File: src/rtl/btt_pkg.sv
`default_nettype none

package btt_pkg;

    localparam int ID_W       = 16;
    localparam int LIMIT_W    = 5;
    localparam int SLOT_W     = 4;
    localparam int RESULT_CAP = 16;

    // Request codes as they arrive on the request channel.
    typedef enum logic [2:0] {
        OP_ADD    = 3'd0,
        OP_REMOVE = 3'd1,
        OP_TOGGLE = 3'd2,
        OP_SET_EN = 3'd3,
        OP_LIST   = 3'd4,
        OP_CLEAR  = 3'd5
    } op_t;

    // Result status codes.
    typedef enum logic [2:0] {
        ST_OK        = 3'd0,
        ST_FULL      = 3'd1,
        ST_DUPLICATE = 3'd2,
        ST_NOT_FOUND = 3'd3,
        ST_EMPTY     = 3'd4
    } status_t;

    // A classified request as it waits in the command queue.
    typedef struct packed {
        op_t                op;
        logic [ID_W-1:0]    id;
        logic               en;
        logic [LIMIT_W-1:0] limit;
    } cmd_t;

    // One result transaction.
    typedef struct packed {
        status_t           status;
        logic [SLOT_W-1:0] slot;
        logic              active_now;
        logic [ID_W-1:0]   listed_id;
        logic              last;
    } rsp_t;

endpackage

`default_nettype wire

File: src/rtl/btt_if.sv
`default_nettype none

// Request channel.
interface btt_req_if;
    logic        valid;
    logic        ready;
    logic [2:0]  req_type;
    logic [15:0] member_id;
    logic        enable_value;
    logic [4:0]  list_limit;

    modport source (output valid, output req_type, output member_id,
                    output enable_value, output list_limit, input ready);
    modport sink   (input valid, input req_type, input member_id,
                    input enable_value, input list_limit, output ready);
endinterface

// Result channel.
interface btt_rsp_if;
    logic        valid;
    logic        ready;
    logic [2:0]  status;
    logic [3:0]  slot;
    logic        active_now;
    logic [15:0] listed_id;
    logic        last;

    modport source (output valid, output status, output slot, output active_now,
                    output listed_id, output last, input ready);
    modport sink   (input valid, input status, input slot, input active_now,
                    input listed_id, input last, output ready);
endinterface

`default_nettype wire

File: src/rtl/btt_ram.sv
`default_nettype none

module btt_ram #(
    parameter int WIDTH = 17,
    parameter int DEPTH = 16,
    localparam int AW   = (DEPTH > 1) ? $clog2(DEPTH) : 1
) (
    input  wire logic             clk,
    input  wire logic             we,
    input  wire logic [AW-1:0]    waddr,
    input  wire logic [WIDTH-1:0] wdata,
    input  wire logic             re,
    input  wire logic [AW-1:0]    raddr,
    output      logic [WIDTH-1:0] rdata
);

    logic [WIDTH-1:0] mem [DEPTH];

    // One write port, one registered read port; read data holds when idle.
    always_ff @(posedge clk)
    begin
        if (we)
        begin
            mem[waddr] <= wdata;
        end
        if (re)
        begin
            rdata <= mem[raddr];
        end
    end

endmodule

`default_nettype wire

File: src/rtl/btt_front.sv
`default_nettype none

module btt_front
    import btt_pkg::*;
#(
    parameter int MAX_TARGETS = 16
) (
    input  wire logic  clk,
    input  wire logic  rst_n,
    btt_req_if.sink    req,
    output      logic  cmd_valid,
    input  wire logic  cmd_ready,
    output      cmd_t  cmd
);

    localparam int LIMIT_CAP = (MAX_TARGETS < RESULT_CAP) ? MAX_TARGETS : RESULT_CAP;

    cmd_t               q_reg [2];
    logic               wr_ptr_reg;
    logic               rd_ptr_reg;
    logic [1:0]         fill_reg;
    logic               known;
    logic               push;
    logic               pop;
    logic [LIMIT_W-1:0] limit_sat;
    cmd_t               cmd_in;

    // Classify: drop undefined request codes, saturate the list limit.
    assign known     = (req.req_type <= OP_CLEAR);
    assign limit_sat = (req.list_limit > LIMIT_W'(LIMIT_CAP)) ? LIMIT_W'(LIMIT_CAP)
                                                              : req.list_limit;

    always_comb
    begin
        cmd_in.op    = op_t'(req.req_type);
        cmd_in.id    = req.member_id;
        cmd_in.en    = req.enable_value;
        cmd_in.limit = limit_sat;
    end

    assign req.ready = (fill_reg != 2'd2);
    assign push      = req.valid && req.ready && known;
    assign cmd_valid = (fill_reg != 2'd0);
    assign pop       = cmd_valid && cmd_ready;
    assign cmd       = q_reg[rd_ptr_reg];

    // Two-entry command queue between the front and the back.
    always_ff @(posedge clk or negedge rst_n)
    begin
        if (!rst_n)
        begin
            wr_ptr_reg <= 1'b0;
            rd_ptr_reg <= 1'b0;
            fill_reg   <= 2'd0;
        end
        else
        begin
            if (push)
            begin
                wr_ptr_reg <= ~wr_ptr_reg;
            end
            if (pop)
            begin
                rd_ptr_reg <= ~rd_ptr_reg;
            end
            if (push && !pop)
            begin
                fill_reg <= fill_reg + 2'd1;
            end
            else if (pop && !push)
            begin
                fill_reg <= fill_reg - 2'd1;
            end
        end
    end

    // Queue storage needs no reset.
    always_ff @(posedge clk)
    begin
        if (push)
        begin
            q_reg[wr_ptr_reg] <= cmd_in;
        end
    end

endmodule

`default_nettype wire

File: src/rtl/btt_back.sv
`default_nettype none

module btt_back
    import btt_pkg::*;
#(
    parameter int MAX_TARGETS = 16
) (
    input  wire logic clk,
    input  wire logic rst_n,
    input  wire logic cmd_valid,
    output      logic cmd_ready,
    input  wire cmd_t cmd,
    output      logic rsp_valid,
    input  wire logic rsp_ready,
    output      rsp_t rsp
);

    localparam int AW = (MAX_TARGETS > 1) ? $clog2(MAX_TARGETS) : 1;
    localparam int CW = $clog2(MAX_TARGETS + 1);
    localparam int DW = ID_W + 1;

    typedef enum logic [2:0] {
        S_IDLE,
        S_SRCH_RD,
        S_SRCH_CMP,
        S_SHIFT_RD,
        S_SHIFT_WR,
        S_LIST_RD,
        S_LIST_CMP,
        S_LIST_END
    } state_t;

    state_t             state_reg;
    op_t                op_reg;
    logic [ID_W-1:0]    id_reg;
    logic [LIMIT_W-1:0] limit_reg;
    logic [CW-1:0]      idx_reg;
    logic [LIMIT_W-1:0] n_reg;
    logic               pend_valid_reg;
    logic [ID_W-1:0]    pend_id_reg;
    logic [CW-1:0]      count_reg;
    logic               enabled_reg;
    logic               out_valid_reg;
    rsp_t               out_reg;

    logic               free;
    logic [CW-1:0]      idx_inc;
    logic               at_end;
    logic               match;
    logic               ram_we;
    logic               ram_re;
    logic [AW-1:0]      ram_waddr;
    logic [AW-1:0]      ram_raddr;
    logic [DW-1:0]      ram_wdata;
    logic [DW-1:0]      ram_rdata;

    function automatic rsp_t make_rsp(status_t s, logic [SLOT_W-1:0] sl, logic act,
                                      logic [ID_W-1:0] id, logic lst);
        rsp_t r;
        r.status     = s;
        r.slot       = sl;
        r.active_now = act;
        r.listed_id  = id;
        r.last       = lst;
        return r;
    endfunction

    // Entry store: active mark over member id.
    btt_ram #(
        .WIDTH (DW),
        .DEPTH (MAX_TARGETS)
    ) u_ram (
        .clk   (clk),
        .we    (ram_we),
        .waddr (ram_waddr),
        .wdata (ram_wdata),
        .re    (ram_re),
        .raddr (ram_raddr),
        .rdata (ram_rdata)
    );

    // A result may be loaded when the output register is empty or being taken.
    assign free      = !out_valid_reg || rsp_ready;
    assign idx_inc   = idx_reg + CW'(1);
    assign at_end    = (idx_reg == count_reg);
    assign match     = (ram_rdata[ID_W-1:0] == id_reg);
    assign cmd_ready = (state_reg == S_IDLE) && free;
    assign rsp_valid = out_valid_reg;
    assign rsp       = out_reg;

    // Memory port control, mirroring the sequencer below.
    always_comb
    begin
        ram_re    = 1'b0;
        ram_we    = 1'b0;
        ram_raddr = idx_reg[AW-1:0];
        ram_waddr = idx_reg[AW-1:0];
        ram_wdata = ram_rdata;
        unique case (state_reg)
            S_SRCH_RD:
            begin
                ram_re    = !at_end;
                ram_we    = at_end && (op_reg == OP_ADD) && free;
                ram_wdata = {1'b1, id_reg};
            end
            S_SRCH_CMP:
            begin
                ram_we    = match && (op_reg == OP_TOGGLE) && free;
                ram_wdata = {~ram_rdata[ID_W], ram_rdata[ID_W-1:0]};
            end
            S_SHIFT_RD:
            begin
                ram_re    = (idx_inc != count_reg);
                ram_raddr = idx_inc[AW-1:0];
            end
            S_SHIFT_WR:
            begin
                ram_we = 1'b1;
            end
            S_LIST_RD:
            begin
                ram_re = !at_end;
            end
            default:
            begin
            end
        endcase
    end

    // Sequencer: table state and the output register.
    always_ff @(posedge clk or negedge rst_n)
    begin
        if (!rst_n)
        begin
            state_reg      <= S_IDLE;
            op_reg         <= OP_ADD;
            id_reg         <= '0;
            limit_reg      <= '0;
            idx_reg        <= '0;
            n_reg          <= '0;
            pend_valid_reg <= 1'b0;
            pend_id_reg    <= '0;
            count_reg      <= '0;
            enabled_reg    <= 1'b0;
            out_valid_reg  <= 1'b0;
            out_reg        <= '0;
        end
        else
        begin
            if (rsp_ready)
            begin
                out_valid_reg <= 1'b0;
            end
            unique case (state_reg)
                S_IDLE:
                begin
                    if (cmd_valid && free)
                    begin
                        op_reg         <= cmd.op;
                        id_reg         <= cmd.id;
                        limit_reg      <= cmd.limit;
                        idx_reg        <= '0;
                        n_reg          <= '0;
                        pend_valid_reg <= 1'b0;
                        unique case (cmd.op)
                            OP_ADD:
                            begin
                                if (count_reg == CW'(MAX_TARGETS))
                                begin
                                    out_reg       <= make_rsp(ST_FULL, '0, 1'b0, '0, 1'b1);
                                    out_valid_reg <= 1'b1;
                                end
                                else
                                begin
                                    state_reg <= S_SRCH_RD;
                                end
                            end
                            OP_REMOVE, OP_TOGGLE:
                            begin
                                state_reg <= S_SRCH_RD;
                            end
                            OP_SET_EN:
                            begin
                                enabled_reg   <= cmd.en;
                                out_reg       <= make_rsp(ST_OK, '0, 1'b0, '0, 1'b1);
                                out_valid_reg <= 1'b1;
                            end
                            OP_LIST:
                            begin
                                if (!enabled_reg || (cmd.limit == '0) || (count_reg == '0))
                                begin
                                    out_reg       <= make_rsp(ST_EMPTY, '0, 1'b0, '0, 1'b1);
                                    out_valid_reg <= 1'b1;
                                end
                                else
                                begin
                                    state_reg <= S_LIST_RD;
                                end
                            end
                            OP_CLEAR:
                            begin
                                count_reg     <= '0;
                                enabled_reg   <= 1'b0;
                                out_reg       <= make_rsp(ST_OK, '0, 1'b0, '0, 1'b1);
                                out_valid_reg <= 1'b1;
                            end
                            default:
                            begin
                            end
                        endcase
                    end
                end

                // Search: read one entry, compare it in the next cycle.
                S_SRCH_RD:
                begin
                    if (!at_end)
                    begin
                        state_reg <= S_SRCH_CMP;
                    end
                    else if (free)
                    begin
                        if (op_reg == OP_ADD)
                        begin
                            count_reg <= count_reg + CW'(1);
                            out_reg   <= make_rsp(ST_OK, SLOT_W'(count_reg), 1'b0, '0, 1'b1);
                        end
                        else
                        begin
                            out_reg <= make_rsp(ST_NOT_FOUND, '0, 1'b0, '0, 1'b1);
                        end
                        out_valid_reg <= 1'b1;
                        state_reg     <= S_IDLE;
                    end
                end

                S_SRCH_CMP:
                begin
                    if (free)
                    begin
                        if (!match)
                        begin
                            idx_reg   <= idx_inc;
                            state_reg <= S_SRCH_RD;
                        end
                        else if (op_reg == OP_ADD)
                        begin
                            out_reg       <= make_rsp(ST_DUPLICATE, '0, 1'b0, '0, 1'b1);
                            out_valid_reg <= 1'b1;
                            state_reg     <= S_IDLE;
                        end
                        else if (op_reg == OP_TOGGLE)
                        begin
                            out_reg       <= make_rsp(ST_OK, '0, ~ram_rdata[ID_W], '0, 1'b1);
                            out_valid_reg <= 1'b1;
                            state_reg     <= S_IDLE;
                        end
                        else
                        begin
                            state_reg <= S_SHIFT_RD;
                        end
                    end
                end

                // Remove: move each later entry down by one.
                S_SHIFT_RD:
                begin
                    if (idx_inc != count_reg)
                    begin
                        state_reg <= S_SHIFT_WR;
                    end
                    else if (free)
                    begin
                        count_reg     <= count_reg - CW'(1);
                        out_reg       <= make_rsp(ST_OK, '0, 1'b0, '0, 1'b1);
                        out_valid_reg <= 1'b1;
                        state_reg     <= S_IDLE;
                    end
                end

                S_SHIFT_WR:
                begin
                    idx_reg   <= idx_inc;
                    state_reg <= S_SHIFT_RD;
                end

                // List: one found id is held back so that the final one can carry last.
                S_LIST_RD:
                begin
                    if (!at_end)
                    begin
                        state_reg <= S_LIST_CMP;
                    end
                    else if (free)
                    begin
                        if (pend_valid_reg)
                        begin
                            out_reg <= make_rsp(ST_OK, '0, 1'b0, pend_id_reg, 1'b1);
                        end
                        else
                        begin
                            out_reg <= make_rsp(ST_EMPTY, '0, 1'b0, '0, 1'b1);
                        end
                        out_valid_reg <= 1'b1;
                        state_reg     <= S_IDLE;
                    end
                end

                S_LIST_CMP:
                begin
                    if (free)
                    begin
                        idx_reg   <= idx_inc;
                        state_reg <= S_LIST_RD;
                        if (ram_rdata[ID_W])
                        begin
                            if (pend_valid_reg)
                            begin
                                out_reg       <= make_rsp(ST_OK, '0, 1'b0, pend_id_reg, 1'b0);
                                out_valid_reg <= 1'b1;
                            end
                            pend_valid_reg <= 1'b1;
                            pend_id_reg    <= ram_rdata[ID_W-1:0];
                            n_reg          <= n_reg + LIMIT_W'(1);
                            if ((n_reg + LIMIT_W'(1)) == limit_reg)
                            begin
                                state_reg <= S_LIST_END;
                            end
                        end
                    end
                end

                S_LIST_END:
                begin
                    if (free)
                    begin
                        out_reg       <= make_rsp(ST_OK, '0, 1'b0, pend_id_reg, 1'b1);
                        out_valid_reg <= 1'b1;
                        state_reg     <= S_IDLE;
                    end
                end

                default:
                begin
                    state_reg <= S_IDLE;
                end
            endcase
        end
    end

    // The table never holds more entries than it has room for.
    a_count_bound: assert property (@(posedge clk) disable iff (!rst_n)
        count_reg <= CW'(MAX_TARGETS))
        else $error("entry count above table size");

    // Writes land only on valid entries or on the append position.
    a_write_in_table: assert property (@(posedge clk) disable iff (!rst_n)
        ram_we |-> ({1'b0, ram_waddr} <= (AW+1)'(count_reg)))
        else $error("entry write beyond the table");

    // A list scan stops as soon as the limit is reached.
    a_list_limit: assert property (@(posedge clk) disable iff (!rst_n)
        (state_reg == S_LIST_RD || state_reg == S_LIST_CMP) |-> (n_reg < limit_reg))
        else $error("list went past its limit");

    // Clear empties the table and disables the group.
    a_clear: assert property (@(posedge clk) disable iff (!rst_n)
        (cmd_valid && cmd_ready && cmd.op == OP_CLEAR) |=> (count_reg == '0 && !enabled_reg))
        else $error("clear left the table populated");

endmodule

`default_nettype wire

File: src/rtl/broadcast_target_table_top.sv
// Broadcast target table: a compacted list of member ids with active marks
// and a group enable bit.
//
// Channels: req carries one request per transaction (add, remove, toggle,
// set enable, list, clear); undefined request codes are taken and dropped.
// rsp returns the results; each request gives one transaction with last set,
// except a list that finds ids, which gives one transaction per id and sets
// last on the final one.
//
// Sequencing: requests pass a two-entry queue into a sequencer that reads
// the entry store with registered read data. A search reads each entry and
// compares it in the following state; a remove that matches then moves each
// later entry down by a read and a write; a list reads and checks each entry
// until the limit or the end. Set enable, clear and an add to a full table
// are answered from idle. The sequencer takes a new request only after it
// has finished the last one.
//
// Reset clears the count, the enable and all handshake state at once; no
// clearing pass is needed. When rsp stalls, the sequencer halts at its next
// compare or result step; the request queue takes up to two more requests.
`default_nettype none

module broadcast_target_table_top
    import btt_pkg::*;
#(
    parameter int MAX_TARGETS = 16
) (
    input  wire logic clk,
    input  wire logic rst_n,
    btt_req_if.sink   req,
    btt_rsp_if.source rsp
);

    logic cmd_valid;
    logic cmd_ready;
    cmd_t cmd;
    logic rsp_valid;
    rsp_t rsp_data;

    // Front: classification and command queue.
    btt_front #(
        .MAX_TARGETS (MAX_TARGETS)
    ) u_front (
        .clk       (clk),
        .rst_n     (rst_n),
        .req       (req),
        .cmd_valid (cmd_valid),
        .cmd_ready (cmd_ready),
        .cmd       (cmd)
    );

    // Back: table sequencer and result register.
    btt_back #(
        .MAX_TARGETS (MAX_TARGETS)
    ) u_back (
        .clk       (clk),
        .rst_n     (rst_n),
        .cmd_valid (cmd_valid),
        .cmd_ready (cmd_ready),
        .cmd       (cmd),
        .rsp_valid (rsp_valid),
        .rsp_ready (rsp.ready),
        .rsp       (rsp_data)
    );

    // Result channel drive.
    assign rsp.valid      = rsp_valid;
    assign rsp.status     = rsp_data.status;
    assign rsp.slot       = rsp_data.slot;
    assign rsp.active_now = rsp_data.active_now;
    assign rsp.listed_id  = rsp_data.listed_id;
    assign rsp.last       = rsp_data.last;

endmodule

`default_nettype wire
File: src/flat_wrapper.sv
// flat-port wrapper written by rule: the top's interface ports become plain ports
module broadcast_target_table_top_flat import btt_pkg::*;
#(
    parameter int MAX_TARGETS = 16
)
  (clk, rst_n, req_valid, req_req_type, req_member_id, req_enable_value, req_list_limit, req_ready, rsp_valid, rsp_status, rsp_slot, rsp_active_now, rsp_listed_id, rsp_last, rsp_ready);
  btt_req_if req_i ();
  btt_rsp_if rsp_i ();
  input  wire logic clk;
  input  wire logic rst_n;
  input wire logic [$bits(req_i.valid)-1:0] req_valid;
  input wire logic [$bits(req_i.req_type)-1:0] req_req_type;
  input wire logic [$bits(req_i.member_id)-1:0] req_member_id;
  input wire logic [$bits(req_i.enable_value)-1:0] req_enable_value;
  input wire logic [$bits(req_i.list_limit)-1:0] req_list_limit;
  output wire logic [$bits(req_i.ready)-1:0] req_ready;
  output wire logic [$bits(rsp_i.valid)-1:0] rsp_valid;
  output wire logic [$bits(rsp_i.status)-1:0] rsp_status;
  output wire logic [$bits(rsp_i.slot)-1:0] rsp_slot;
  output wire logic [$bits(rsp_i.active_now)-1:0] rsp_active_now;
  output wire logic [$bits(rsp_i.listed_id)-1:0] rsp_listed_id;
  output wire logic [$bits(rsp_i.last)-1:0] rsp_last;
  input wire logic [$bits(rsp_i.ready)-1:0] rsp_ready;
  assign req_i.valid = req_valid;
  assign req_i.req_type = req_req_type;
  assign req_i.member_id = req_member_id;
  assign req_i.enable_value = req_enable_value;
  assign req_i.list_limit = req_list_limit;
  assign req_ready = req_i.ready;
  assign rsp_valid = rsp_i.valid;
  assign rsp_status = rsp_i.status;
  assign rsp_slot = rsp_i.slot;
  assign rsp_active_now = rsp_i.active_now;
  assign rsp_listed_id = rsp_i.listed_id;
  assign rsp_last = rsp_i.last;
  assign rsp_i.ready = rsp_ready;
  broadcast_target_table_top #(.MAX_TARGETS(MAX_TARGETS)) u_core (.clk(clk), .rst_n(rst_n), .req(req_i), .rsp(rsp_i));
endmodule
File: config.mk
export PLATFORM = sky130hd
export DESIGN_NAME = broadcast_target_table_top_flat
export DESIGN_NICKNAME = d
export VERILOG_FILES = /design/src/rtl/btt_pkg.sv /design/src/rtl/btt_if.sv /design/src/rtl/btt_ram.sv /design/src/rtl/btt_front.sv /design/src/rtl/btt_back.sv /design/src/rtl/broadcast_target_table_top.sv /design/src/flat_wrapper.sv
export SDC_FILE = /design/constraint.sdc
export NUM_CORES = 1
export LEC_CHECK = 0
export BUFFER_PORTS_ARGS = -buffer_cell sky130_fd_sc_hd__clkbuf_2
export CORE_MARGIN = 2
export CORE_UTILIZATION = 50
export CTS_BUF_LIST = sky130_fd_sc_hd__clkbuf_16
export DETAILED_ROUTE_END_ITERATION = 7
export GPL_ROUTABILITY_DRIVEN = 0
export PLACE_DENSITY = 0.69
export SETUP_SLACK_MARGIN = 0.15
export SYNTH_ARGS = -nofsm -noshare
export SYNTH_HDL_FRONTEND = slang
export SYNTH_SLANG_ARGS = --single-unit
File: constraint.sdc
create_clock -name clk -period 3.5 [get_ports clk]
set_clock_uncertainty 0.2 [all_clocks]
set_input_delay 0.525 -clock clk [delete_from_list [all_inputs] [get_ports clk]]
set_output_delay 0.525 -clock clk [all_outputs]
set_load 0.05 [all_outputs]
Yosys cells after proc, flatten, opt, wreduce, memory -nomap -nowiden --
Memories as Yosys holds them, arrays and structs flattened. A register that Yosys moved wholly into a read port is not among the register bits. Index checks and enable logic that the tools add are counted.
Storage, ports and cells: flip-flop bits (word level) 90, bits in writable memories 322, logic and storage cells 201, memories kept 2
Operators by class: add/subtract/negate cells 6, $lt $le $gt $ge 2, eq/ne operators 42, mux-type cells 85, bitwise operators 3, reductions and logical operators 42
Memories:
- u_core.u_back.u_ram.mem | depth 16, bits a word 17, read ports 1, clocked after Yosys merged registers in 1, write ports 1, RTL line btt_ram.sv:17 | logic [WIDTH-1:0] mem [DEPTH];
- u_core.u_front.q_reg | depth 2, bits a word 25, read ports 1, clocked after Yosys merged registers in 0, write ports 1, RTL line btt_front.sv:18 | cmd_t q_reg [2];
Operators by type and width (number):
- 25-bit two-way mux | 18
- 25-bit case mux with 7 select lines | 1
- 25-bit case mux with 3 select lines | 1
- 5-bit two-way mux | 14
- 17-bit case mux with 2 select lines | 1
- 2-bit != test, second input constant | 14
- 3-bit two-way mux | 9
- 24-bit two-way mux | 1
- 3-bit case mux with 8 select lines | 1
- 1-bit two-way mux | 21
- 5-bit case mux with 4 select lines | 1
- 3-bit == test, second input constant | 6
- 18-bit AND reduction | 1
- 16-bit == test | 1
- 5-bit by 1-bit adder with 5-bit output, second input constant | 3
- 3-bit by 2-bit == test with 1-bit output, second input constant | 5
- 3-bit != test, second input constant | 5
- 5-bit case mux with 3 select lines | 1
- 2-bit two-way mux | 7
- 1-bit logical AND | 11
- 5-bit == test | 2
- 5-bit logical NOT | 2
- 5-bit case mux with 2 select lines | 1
- 3-bit logical NOT | 3
- other kinds (30) | 50

Longest topological paths before layout --
An unclocked memory read counts as a cell.
word-level depth 8, gate-level depth with buffers 11

By module --
A second synthesis with hierarchy kept.
Unflattened totals: cell total of the unflattened synthesis 1127, area, all modules 17928.4 sq um
By module, submodules not included:
- btt_ram | instances 1, cells each 458, area an instance 10807.9 sq um, seq. area each 8678.3 sq um
- btt_back | instances 1, cells each 566, area an instance 4981.0 sq um, seq. area each 2152.1 sq um
- btt_front | instances 1, cells each 103, area an instance 2139.6 sq um, seq. area each 1601.5 sq um

Worst setup path after synthesis --
Ideal clock, no wire load.
kind register -> register, start register u_core.u_back.u_ram.rdata[6], read port of u_core.u_back.u_ram.mem, end memory u_core.u_back.u_ram.mem[12][0] (enable), library setup time 0.416 ns, data arrival time 2.882 ns, slack 0.001 ns, stages on the path, launching flop included 7, path buffers 0, clock period less this slack 3.499 ns, path through edfxtp_1 > xor2_1 > nor4_1 > nand4_1 > o31ai_1 > a22oi_1 > nor3b_1
Between the ends: cells in the longest elaborated chain, start to end 6
Ends and longest elaborated chain:
- start: declaration | RTL line btt_ram.sv:14 | output logic [WIDTH-1:0] rdata
- 16-bit == test | RTL line btt_back.sv:86 | assign match = (ram_rdata[ID_W-1:0] == id_reg);
- 1-bit logical AND (2 in series) | RTL line btt_back.sv:108 | ram_we = match && (op_reg == OP_TOGGLE) && free;
- 1-bit case mux with 3 select lines | RTL line btt_back.sv:99 | unique case (state_reg)
- 1-bit two-way mux | RTL line btt_ram.sv:22 | if (we)
- 1-bit two-way mux (not written as such) | RTL line btt_ram.sv:24 | mem[waddr] <= wdata;
- end: declaration | RTL line btt_ram.sv:17
Every way passes these cells.

Final worst setup path --
start register u_core.u_back.u_ram.rdata[6], read port of u_core.u_back.u_ram.mem, end memory u_core.u_back.u_ram.mem[5][16] (enable)
The elaborated chain is that of the path after synthesis.

==> flow_metrics.env <==
export IMPL_seqCellArea_um2=12400
export IMPL_synth_top_area_cell="edfxtp_1"
export IMPL_drt_iter0_drc=914
export IMPL_crit_path_end_kind="flop"
export IMPL_fin_hold_ws_ps=51.5
export IMPL_multiInputGateArea_um2=5110
export IMPL_grt_pass1_vias=9829
export IMPL_grt_pass1_wl_mm=57.2
export IMPL_arrival_ps=3270
export IMPL_via_per_inst=5.71
export IMPL_powerDensity_nw_per_um2=795
export IMPL_crit_chain="xor2_1 > nor4_1 > nand4_1 > o31ai_1 > a22oi_1 > buf_4 > nor2_2 > buf_12"
export IMPL_antenna_found_initial=0
export IMPL_yosysSeqAreaShare_pct=69.8
export IMPL_synth_nets=1160
export IMPL_period_needed_ps=3220
export IMPL_dr_pass1_iters=5
export IMPL_area_delta_synth_final_pct=16.7
export IMPL_worst_slew_pin_slew_ps=1130
export IMPL_max_stage_delay_ps=460
export IMPL_syn_avg_cell_area_um2=16.0
export IMPL_min_delay_path_class="input port to flop"
export IMPL_fin_tns_setup_ps=0
export IMPL_fillCellCount=2641
export IMPL_synth_top_area_share_pct=57.1
export IMPL_crit_fanout=17
export IMPL_fmax_ghz=0.310
export IMPL_async_flop_share_pct=21.0
export IMPL_grt_usage_pct=20.5
export IMPL_final_common_cell="edfxtp_1"
export IMPL_route_detailed_drc=0
export IMPL_final_hold_violation_count=0
export IMPL_p_leak_nw=7.69
export IMPL_drive_gt1_share_pct=23.0
export IMPL_cts_resized=0
export IMPL_ys_top_cells_by_area="edfxtp_1 (57%), dfrtp_1 (13%), mux4_2 (8.6%)"
export IMPL_cts_tree="built"
export IMPL_synth_ff_type="edfxtp_1"
export IMPL_clk_latency_ps=560
export IMPL_clock_root_buffer="clkbuf_16"
export IMPL_worstPathRequired_ps=3550
export IMPL_rows=69
export IMPL_die_w_um=193
export IMPL_slowest_stage="nor4_1"
export IMPL_start_util_pct=50.5
export IMPL_postRouteAntennaNets=0
export IMPL_port_buffers=55
export IMPL_synthDistinctLibCells=69
export IMPL_vias=9930
export IMPL_critPathKind="flop to flop"
export IMPL_grt_setup_unrepaired="false"
export IMPL_cts_sinks=429
export IMPL_total_power_mw=16.5
export IMPL_worst_ir_drop_vdd_mv=0.530
export IMPL_crit_path_start_kind="flop"
export IMPL_syn_area_um2=17800
export IMPL_core_area_um2=35300
export IMPL_drt_wl_total_mm=37.4
export IMPL_yosysWarnings=0
export IMPL_largest_register_ff_count=272
export IMPL_relSlewSlack_pct=24.5
export IMPL_syn_inst=1117
export IMPL_final_cell_mix="edfxtp_1 (339), nand2_1 (126), dfrtp_1 (90), mux4_2 (68), clkbuf_2 (54)"
export IMPL_finalNetCount=1289
export IMPL_grt_overflow=0
export IMPL_grt_max_degree=79
export IMPL_ys_seq_elements=429
export IMPL_status="finished, final reports clean"
export IMPL_placed_cells=1638
export IMPL_post_route_period_util_pct=92.1
export IMPL_drv_slew=0
export IMPL_dieArea_um2=37200
export IMPL_cts_clk_slew_worst_paths_ps=60
export IMPL_route_detailed_wl_per_inst_um=21.5
export IMPL_fin_cells=1738
export IMPL_ctsHtreeMaxLevel=2
export IMPL_synth_edff_count=339
export IMPL_setup_viol=0
export IMPL_io_pins=56
export IMPL_cts_path_max_buffers=3
export IMPL_post_dp_hpwl_mm=24.1
export IMPL_cts_inserted_buffers=42
export IMPL_maxCapViolations=0
export IMPL_n_antenna_cell=0
export IMPL_die_h_um=193
[worst max-delay path: cells and delay by family (launching register included)]
family | cells | cell delay [ps]
buffers and inverters | 2 | 520
xor gates and xnor gates | 1 | 180
and+or+nand+nor | 3 | 960
AOI/OAI and AO/OA | 2 | 630
DFF | 1 | 430
[layer usage]
metal,vias up,track usage (%),routed length (um)
met5,-,0,0
met4,0,5.26,660
met3,44,3.24,2310
met2,330,33.3,17900
met1,5046,29.2,16500
li1,4510,-,-
[synth_stat cells (8+ instances only)]
master    instances
a21o_1            8
a21oi_1          40
a22oi_1          37
buf_1             8
buf_2            12
clkbuf_1         26
dfrtp_1          90
edfxtp_1        339
ha_1             13
inv_1            30
mux2_2           19
mux2i_1          44
mux4_2           68
nand2_1         126
nand3_1          10
nor2_1           63
nor2b_1          10
nor3_1           10
o21ai_0          24
xnor2_1          14
xor2_1           27
[through the flow]
stage | util (%) | setup slack [ps] | cell area (um2)
after global placement | 54.3 | 255 | 19200
after floorplan | - | 1.46 | 17800
final | 58.9 | 276 | 20800
after CTS | 58.8 | 160 | 20700
after detailed placement | 54.3 | 196 | 19200
after global routing | 58.9 | 176 | 20800
[logic make-up after synthesis]
group	Yosys count	share of synthesized area [%]
AO/OA/AOI/OAI	147	5.58
XOR/XNOR	43	2.23
adder cells (fa/ha/maj)	14	1.03
buffers and inverters	83	2.05
flip-flops	429	69.8
multiplexers	136	12.6
AND/OR/NAND/NOR	265	6.76
[power by group]
part	total (mW)	internal, mW	switching [mW]
Clock	4.44	2.57	1.87
Sequential	7.28	6.85	0.433
Combinational	4.79	1.87	2.93
Total	16.5	11.3	5.23
[layout make-up]
cell class	count	share of cell area [%]
sequential	429	59.8
multi-input combinational	605	24.6
timing repair buffer	136	5.66
clock buffer	42	5.06
tap	461	2.77
clock inverter	33	1.53
inverter	32	0.602
[worst paths after layout]
kind / startpoint / to / slack [ps] / cells past startpoint
max in group asynchronous: rst_n / u_core.u_back.idx_reg[0]$_DFFE_PN0P_ / 1950 / 3
min: req_list_limit[4] / u_core.u_front.q_reg[0][4]$_DFFE_PP_ / 50 / 1
max reg2reg: u_core.u_back.u_ram.rdata[6]$_DFFE_PP_ / u_core.u_back.u_ram.mem[5][16]$_DFFE_PP_ / 280 / 8
max: u_core.u_back.u_ram.rdata[6]$_DFFE_PP_ / u_core.u_back.u_ram.mem[5][16]$_DFFE_PP_ / 280 / 8
min in group asynchronous: rst_n / u_core.u_back.rsp[23]$_DFFE_PN0P_ / 450 / 2
min reg2reg: u_core.u_back.pend_id_reg[7]$_DFFE_PN0P_ / u_core.u_back.pend_id_reg[7]$_DFFE_PN0P_ / 270 / 2
[what timing repair did]
action / in CTS / in global routing
hold buffers: 21 / 0
buffers inserted: 0 / 4
endpoints found under the hold margin: 116 / 0
setup endpoints to repair: 0 / 8
No activity file was read; power rests on OpenSTA's default activity.
